**src/rtl/lfurb_pkg.sv**
```systemverilog
// types and constants shared by the line framing ring buffer block
package lfurb_pkg;

    localparam logic [1:0] CMD_RX_BYTE  = 2'd0;
    localparam logic [1:0] CMD_GET_LINE = 2'd1;
    localparam logic [1:0] CMD_TX_READY = 2'd2;
    localparam logic [1:0] CMD_PUSH     = 2'd3;

    localparam logic [1:0] KIND_ACK  = 2'd0;
    localparam logic [1:0] KIND_CHAR = 2'd1;
    localparam logic [1:0] KIND_TERM = 2'd2;
    localparam logic [1:0] KIND_TX   = 2'd3;

    localparam logic [7:0] BYTE_NUL = 8'd0;
    localparam logic [7:0] BYTE_LF  = 8'd10;
    localparam logic [7:0] BYTE_CR  = 8'd13;

    typedef struct packed {
        logic [1:0] cmd;
        logic [7:0] data_byte;
    } in_item_t;

    typedef struct packed {
        logic [1:0] out_kind;
        logic [7:0] out_byte;
        logic       last;
        logic       rx_flushed;
        logic       tx_dropped;
        logic [7:0] lines_pending;
    } out_item_t;

    typedef struct packed {
        logic push;
        logic pop;
        logic flush;
    } ring_ctrl_t;

    typedef struct packed {
        logic empty;
        logic full;
    } ring_stat_t;

endpackage

```
**src/rtl/lfurb_ring.sv**
```systemverilog
// ring buffer with one-slot-free full rule and registered read data
module lfurb_ring #(
    parameter int DEPTH = 32
) (
    input  logic                  aclk,
    input  logic                  aresetn,
    input  lfurb_pkg::ring_ctrl_t ctrl,
    input  logic [7:0]            wr_data,
    output lfurb_pkg::ring_stat_t stat,
    output logic [7:0]            rd_data
);

    localparam int AW = $clog2(DEPTH);
    localparam logic [AW-1:0] LAST_IDX = AW'(DEPTH - 1);

    logic [7:0]    mem [DEPTH];
    logic [AW-1:0] wr_ptr_reg;
    logic [AW-1:0] rd_ptr_reg;
    logic [AW-1:0] wr_ptr_next;
    logic [AW-1:0] rd_ptr_next;
    logic [AW-1:0] wr_adv;
    logic [AW-1:0] rd_adv;
    logic [7:0]    rd_data_reg;

    assign wr_adv = (wr_ptr_reg == LAST_IDX) ? '0 : wr_ptr_reg + 1'b1;
    assign rd_adv = (rd_ptr_reg == LAST_IDX) ? '0 : rd_ptr_reg + 1'b1;

    assign stat.empty = (wr_ptr_reg == rd_ptr_reg);
    assign stat.full  = (wr_adv == rd_ptr_reg);
    assign rd_data    = rd_data_reg;

    always_comb begin
        wr_ptr_next = wr_ptr_reg;
        rd_ptr_next = rd_ptr_reg;
        if (ctrl.flush) begin
            wr_ptr_next = rd_ptr_reg;
        end else if (ctrl.push) begin
            wr_ptr_next = wr_adv;
        end
        if (ctrl.pop) begin
            rd_ptr_next = rd_adv;
        end
    end

    always_ff @(posedge aclk) begin
        if (!aresetn) begin
            wr_ptr_reg <= '0;
            rd_ptr_reg <= '0;
        end else begin
            wr_ptr_reg <= wr_ptr_next;
            rd_ptr_reg <= rd_ptr_next;
        end
    end

    always_ff @(posedge aclk) begin
        if (ctrl.push && !ctrl.flush) begin
            mem[wr_adv] <= wr_data;
        end
        if (ctrl.pop) begin
            rd_data_reg <= mem[rd_adv];
        end
    end

endmodule

```
**src/rtl/line_framing_uart_ring_buffers_unit.sv**
```systemverilog
// top level: receive and transmit rings with line framing sequencer
//
// channel | ports                      | payload
// --------+----------------------------+--------------------------
// input   | s_valid s_ready s_item     | lfurb_pkg::in_item_t
// result  | m_valid m_ready m_item     | lfurb_pkg::out_item_t
//
// received byte and host push: ST_RX or ST_PUSH, then the acknowledge; transmitter
// ready: ST_TXREQ, plus ST_TXOUT for the registered read port when a byte is queued
// get line: no result with no line pending, else ST_LREQ and ST_LCHK per popped byte,
// then ST_LTERM, also from ST_LREQ when the ring runs empty before a carriage return
// reset clears pointers, line count and sequencer; ring contents are not cleared
// input is taken only while the sequencer is idle; a full result register holds it
module line_framing_uart_ring_buffers_unit #(
    parameter int RX_DEPTH = 32,
    parameter int TX_DEPTH = 32
) (
    input  logic                 aclk,
    input  logic                 aresetn,
    input  logic                 s_valid,
    output logic                 s_ready,
    input  lfurb_pkg::in_item_t  s_item,
    output logic                 m_valid,
    input  logic                 m_ready,
    output lfurb_pkg::out_item_t m_item
);

    typedef enum logic [7:0] {
        ST_IDLE  = 8'b0000_0001,
        ST_RX    = 8'b0000_0010,
        ST_PUSH  = 8'b0000_0100,
        ST_TXREQ = 8'b0000_1000,
        ST_TXOUT = 8'b0001_0000,
        ST_LREQ  = 8'b0010_0000,
        ST_LCHK  = 8'b0100_0000,
        ST_LTERM = 8'b1000_0000
    } state_t;

    state_t               state_reg, state_next;
    lfurb_pkg::in_item_t  in_reg;
    logic [7:0]           line_count_reg, line_count_next;
    logic                 m_valid_reg, m_valid_next;
    lfurb_pkg::out_item_t m_item_reg;
    lfurb_pkg::out_item_t emit_item;
    logic                 emit;
    logic                 out_free;
    logic                 accept;

    lfurb_pkg::ring_ctrl_t rx_ctrl, tx_ctrl;
    lfurb_pkg::ring_stat_t rx_stat, tx_stat;
    logic [7:0]            rx_rd_data, tx_rd_data;

    lfurb_ring #(.DEPTH(RX_DEPTH)) u_rx_ring (
        .aclk    (aclk),
        .aresetn (aresetn),
        .ctrl    (rx_ctrl),
        .wr_data (in_reg.data_byte),
        .stat    (rx_stat),
        .rd_data (rx_rd_data)
    );

    lfurb_ring #(.DEPTH(TX_DEPTH)) u_tx_ring (
        .aclk    (aclk),
        .aresetn (aresetn),
        .ctrl    (tx_ctrl),
        .wr_data (in_reg.data_byte),
        .stat    (tx_stat),
        .rd_data (tx_rd_data)
    );

    assign s_ready  = (state_reg == ST_IDLE);
    assign accept   = s_valid && s_ready;
    assign out_free = !m_valid_reg || m_ready;
    assign m_valid  = m_valid_reg;
    assign m_item   = m_item_reg;

    always_comb begin
        state_next      = state_reg;
        line_count_next = line_count_reg;
        rx_ctrl         = '0;
        tx_ctrl         = '0;
        emit            = 1'b0;
        emit_item       = '0;
        emit_item.out_kind = lfurb_pkg::KIND_ACK;
        emit_item.last     = 1'b1;
        case (state_reg)
            ST_IDLE: begin
                if (accept) begin
                    case (s_item.cmd)
                        lfurb_pkg::CMD_RX_BYTE:  state_next = ST_RX;
                        lfurb_pkg::CMD_GET_LINE: begin
                            if (line_count_reg != 8'd0) begin
                                state_next = ST_LREQ;
                            end
                        end
                        lfurb_pkg::CMD_TX_READY: state_next = ST_TXREQ;
                        lfurb_pkg::CMD_PUSH:     state_next = ST_PUSH;
                        default:                 state_next = ST_IDLE;
                    endcase
                end
            end
            ST_RX: begin
                if (out_free) begin
                    if (rx_stat.full) begin
                        rx_ctrl.flush = 1'b1;
                        emit_item.rx_flushed = 1'b1;
                    end else if (in_reg.data_byte != lfurb_pkg::BYTE_NUL &&
                                 in_reg.data_byte != lfurb_pkg::BYTE_LF) begin
                        rx_ctrl.push = 1'b1;
                        if (in_reg.data_byte == lfurb_pkg::BYTE_CR) begin
                            line_count_next = line_count_reg + 8'd1;
                        end
                        if (tx_stat.full) begin
                            emit_item.tx_dropped = 1'b1;
                        end else begin
                            tx_ctrl.push = 1'b1;
                        end
                    end
                    emit_item.lines_pending = line_count_next;
                    emit       = 1'b1;
                    state_next = ST_IDLE;
                end
            end
            ST_PUSH: begin
                if (out_free) begin
                    if (tx_stat.full) begin
                        emit_item.tx_dropped = 1'b1;
                    end else begin
                        tx_ctrl.push = 1'b1;
                    end
                    emit_item.lines_pending = line_count_reg;
                    emit       = 1'b1;
                    state_next = ST_IDLE;
                end
            end
            ST_TXREQ: begin
                if (!tx_stat.empty) begin
                    tx_ctrl.pop = 1'b1;
                    state_next  = ST_TXOUT;
                end else if (out_free) begin
                    emit_item.lines_pending = line_count_reg;
                    emit       = 1'b1;
                    state_next = ST_IDLE;
                end
            end
            ST_TXOUT: begin
                if (out_free) begin
                    emit_item.out_kind      = lfurb_pkg::KIND_TX;
                    emit_item.out_byte      = tx_rd_data;
                    emit_item.lines_pending = line_count_reg;
                    emit       = 1'b1;
                    state_next = ST_IDLE;
                end
            end
            ST_LREQ: begin
                if (rx_stat.empty) begin
                    state_next = ST_LTERM;
                end else begin
                    rx_ctrl.pop = 1'b1;
                    state_next  = ST_LCHK;
                end
            end
            ST_LCHK: begin
                if (rx_rd_data == lfurb_pkg::BYTE_CR || rx_rd_data == lfurb_pkg::BYTE_NUL) begin
                    state_next = ST_LTERM;
                end else if (out_free) begin
                    emit_item.out_kind      = lfurb_pkg::KIND_CHAR;
                    emit_item.out_byte      = rx_rd_data;
                    emit_item.last          = 1'b0;
                    emit_item.lines_pending = line_count_reg - 8'd1;
                    emit       = 1'b1;
                    state_next = ST_LREQ;
                end
            end
            ST_LTERM: begin
                if (out_free) begin
                    line_count_next         = line_count_reg - 8'd1;
                    emit_item.out_kind      = lfurb_pkg::KIND_TERM;
                    emit_item.lines_pending = line_count_next;
                    emit       = 1'b1;
                    state_next = ST_IDLE;
                end
            end
            default: state_next = ST_IDLE;
        endcase
    end

    always_comb begin
        m_valid_next = m_valid_reg;
        if (emit) begin
            m_valid_next = 1'b1;
        end else if (m_ready) begin
            m_valid_next = 1'b0;
        end
    end

    always_ff @(posedge aclk) begin
        if (!aresetn) begin
            state_reg      <= ST_IDLE;
            line_count_reg <= 8'd0;
            m_valid_reg    <= 1'b0;
        end else begin
            state_reg      <= state_next;
            line_count_reg <= line_count_next;
            m_valid_reg    <= m_valid_next;
        end
    end

    always_ff @(posedge aclk) begin
        if (accept) begin
            in_reg <= s_item;
        end
        if (emit) begin
            m_item_reg <= emit_item;
        end
    end

endmodule

```
**config.mk**
```make
export PLATFORM = sky130hd
export DESIGN_NAME = line_framing_uart_ring_buffers_unit
export DESIGN_NICKNAME = d
export VERILOG_FILES = /design/src/rtl/lfurb_pkg.sv /design/src/rtl/lfurb_ring.sv /design/src/rtl/line_framing_uart_ring_buffers_unit.sv
export SDC_FILE = /design/constraint.sdc
export NUM_CORES = 1
export LEC_CHECK = 0
export ABC_CLOCK_PERIOD_IN_PS = 8700
export BUFFER_PORTS_ARGS = -buffer_cell sky130_fd_sc_hd__buf_2
export CORE_MARGIN = 3
export CORE_UTILIZATION = 45
export DETAILED_ROUTE_END_ITERATION = 8
export HOLD_SLACK_MARGIN = 0.15
export PLACE_DENSITY = 0.57
export RECOVER_POWER = 100
export SYNTH_ARGS = -nofsm -noshare
export SYNTH_HDL_FRONTEND = slang
export SYNTH_SLANG_ARGS = --single-unit
```
**constraint.sdc**
```tcl
create_clock -name aclk -period 8.7 [get_ports aclk]
set_clock_uncertainty 0.05 [all_clocks]
set_input_delay 1.74 -clock aclk [delete_from_list [all_inputs] [get_ports aclk]]
set_output_delay 1.74 -clock aclk [all_outputs]
set_load 0.02 [all_outputs]
```
==> metrics.yaml <==
placed_design:
  placed_cell_area_um2: 25700
  port_buffers: 36
  finalWeightedCongestion: 0.821
  dp_cells: 2154
  dp_hpwl_um: 38400
synth:
  syn_area_per_cell_um2: 16.7
  synthTopCellsByArea: "edfxtp_1 67%, mux4_2 8.2%, mux2i_1 4.1%"
  syn-num-nets: 1520
  netlist_area_um2: 24900
  ys_types: 74
  async_reset_ff_frac: 0
  ys_ff_latch: 594
  synth_top_area_frac: 0.673
  ys_warn_count: 0
  yosys.area.top_type: "edfxtp_1"
  synth_edf_count: 557
  synth_cells: 1491
  ys.flop_type: "edfxtp_1"
  ys_seq_area_frac: 0.703
global_routing:
  grt_pass1_vias: 13700
  grt_pass1_wl_um: 90600
  track_usage: 0.214
  grt_max_degree: 72
  grt_overflow: 0
  antenna_found_initial: 1
floorplan:
  placeableCoreArea_um2: 54200
  die_area_um2: 58100
  rows: 85
  io_pins: 37
  die_h_um: 241
  die_x_um: 241
  start_util: 0.458
routing:
  drtIter0Drc: 1666
  ant_nets: 0
  post-route-drc-count: 0
  routedWlPerCell_um: 27.2
  dr.pass1.iters: 6
  finalWirelength_um: 61600
  detail_route.vias_per_cell: 6.12
  num_vias: 13900
run:
  maxCapViolations: 19
timing:
  fmax_ghz: 0.158
  max_slew_margin: -1.74
  finalCritPeriodShare: 0.727
  post-route-min-period_ns: 6.32
  rsz0062_at_grt: "no"
  worst_pin_slew_ns: 4.11
  finalMaxSlewViolations: 694
  setup_viol: 0
  fin_setup_tns_ns: 0
  finalHoldViolCount: 0
critical_path:
  cp-end-kind: "flop"
  r2r_cells: 8
  start_kind: "flop"
  crit_type: "reg -> reg"
  path_max_fanout: 71
  crit_required_ns: 9.00
  cp_data_arrival_time_ns: 6.62
layout:
  stdcell_count: 2264
  diodes: 0
  fillers: 4460
  post-route-util: 0.507
  final_common_cell: "edfxtp_1"
  nets: 1549
  final_cell_area_um2: 27500
  drive_above_1_share: 0.146
  final_cell_mix: "557 x edfxtp_1, 101 x mux2i_1, 99 x nor2_1"
  layout-area-overhead-vs-synth_pct: 10.6
cts:
  ctsHoldBuffers: 0
  clk_pin_slew_ns: 0.06
  numCtsBuffers: 60
  clkLatencyLatePin_ns: 0.62
  clockBufferDepth: 3
  post_cts_resized: 0
  cts_tree: "yes"
  cts.sinks: 594
  root_buffer: "clkbuf_16"
  cts_max_level: 2
  post-cts-setup-buffers: 0
pwr:
  power_mw: 6.18
  leakage_nw: 8.61
  peakVddDrop_mv: 0.149
  power_density_nw_per_um2: 225
worst_hold_path:
  holdPathStages: 2
  holdCritPathClass: "reg -> reg"
outcome:
  violations: "max-capacitance violations, max-slew violations"
  outcome: "finished, violations left"
==> metrics by stage <==
| step | setup slack, ns | hold WS (ns) |
|---|---|---|
| floorplan | 4.66 | 0.418 |
| global placement | 3.81 | 0.431 |
| detailed placement | 3.64 | 0.440 |
| CTS | 4.08 | 0.449 |
| global route | 2.03 | 0.462 |
| finish | 2.38 | 0.451 |
==> kinds of logic after synthesis <==
kind of cell / Yosys count / share of synthesized area
buf+inv: 124 / 0.0231
compound gates: 247 / 0.0691
flops: 594 / 0.703
xor+xnor: 35 / 0.0129
simple gates: 275 / 0.0575
mux: 201 / 0.127
fa+ha+maj: 15 / 0.00755
==> cells in the mapped netlist (5+ instances only) <==
library cell,n
inv_1,29
o211ai_1,24
a211oi_1,9
clkbuf_1,43
mux4_2,91
ha_1,15
a31oi_1,8
and3_1,12
a22o_1,8
buf_4,8
nand2_1,41
or3_1,9
xor2_1,18
or4_1,5
edfxtp_1,557
mux2i_1,101
o21ai_0,54
nand2b_1,7
o22ai_1,36
nor3_1,11
buf_6,6
nand4_1,5
o221ai_1,34
nor4_1,9
buf_2,27
nor2b_1,17
and2_1,5
nor2_1,99
xnor2_1,15
dfxtp_1,37
nand3_1,24
mux2_2,9
buf_1,11
a21oi_1,32
==> power by group <==
group | internal (mW) | switching, mW
Clock | 1.47 | 1.07
Sequential | 3.28 | 0.0217
Combinational | 0.0480 | 0.289
Total | 4.80 | 1.38
==> layer usage <==
layer	vias to the layer above	part of all wire	global-route usage	wire [µm]
met5	-	0	0	0
met4	0	0.028	0.0679	1710
met3	121	0.081	0.0415	4960
met2	589	0.46	0.332	28200
met1	7095	0.43	0.309	26700
li1	6048	-	-	-
==> cell type report <==
cell class	instances	area [µm²]	share of cell area
flip-flops and latches	594	17500	0.635
inverters	29	109	0.00396
clock inverters	35	347	0.0126
repair buffers	62	277	0.0101
clock buffers	75	1620	0.0589
multi-input cells	773	6810	0.248
well taps	696	871	0.0317
==> path summary, 6_finish.rpt <==
kind                                                      startpoint                                    to  slack, ns
worst max-delay path            u_rx_ring.rd_ptr_reg[0]$_SDFFE_PN0P_        u_rx_ring.rd_data[7]$_DFFE_PP_       2.38
worst max register to register  u_rx_ring.rd_ptr_reg[0]$_SDFFE_PN0P_        u_rx_ring.rd_data[7]$_DFFE_PP_       2.38
worst min register to register  u_tx_ring.wr_ptr_reg[4]$_SDFFE_PN0P_  u_tx_ring.wr_ptr_reg[4]$_SDFFE_PN0P_       0.45
worst min-delay path            u_tx_ring.wr_ptr_reg[4]$_SDFFE_PN0P_  u_tx_ring.wr_ptr_reg[4]$_SDFFE_PN0P_       0.45
==> critical path, stage by stage (launching register included) <==
cell,delay [ns]
dfxtp_1,2.63
ha_1,1.15
nand2b_1,0.59
clkbuf_1,0.41
o22ai_1,0.20
a22oi_1,0.09
o22ai_1,0.29
a21oi_1,0.13
mux4_2,0.49
Note: power is estimated with default switching activity, not from simulation.
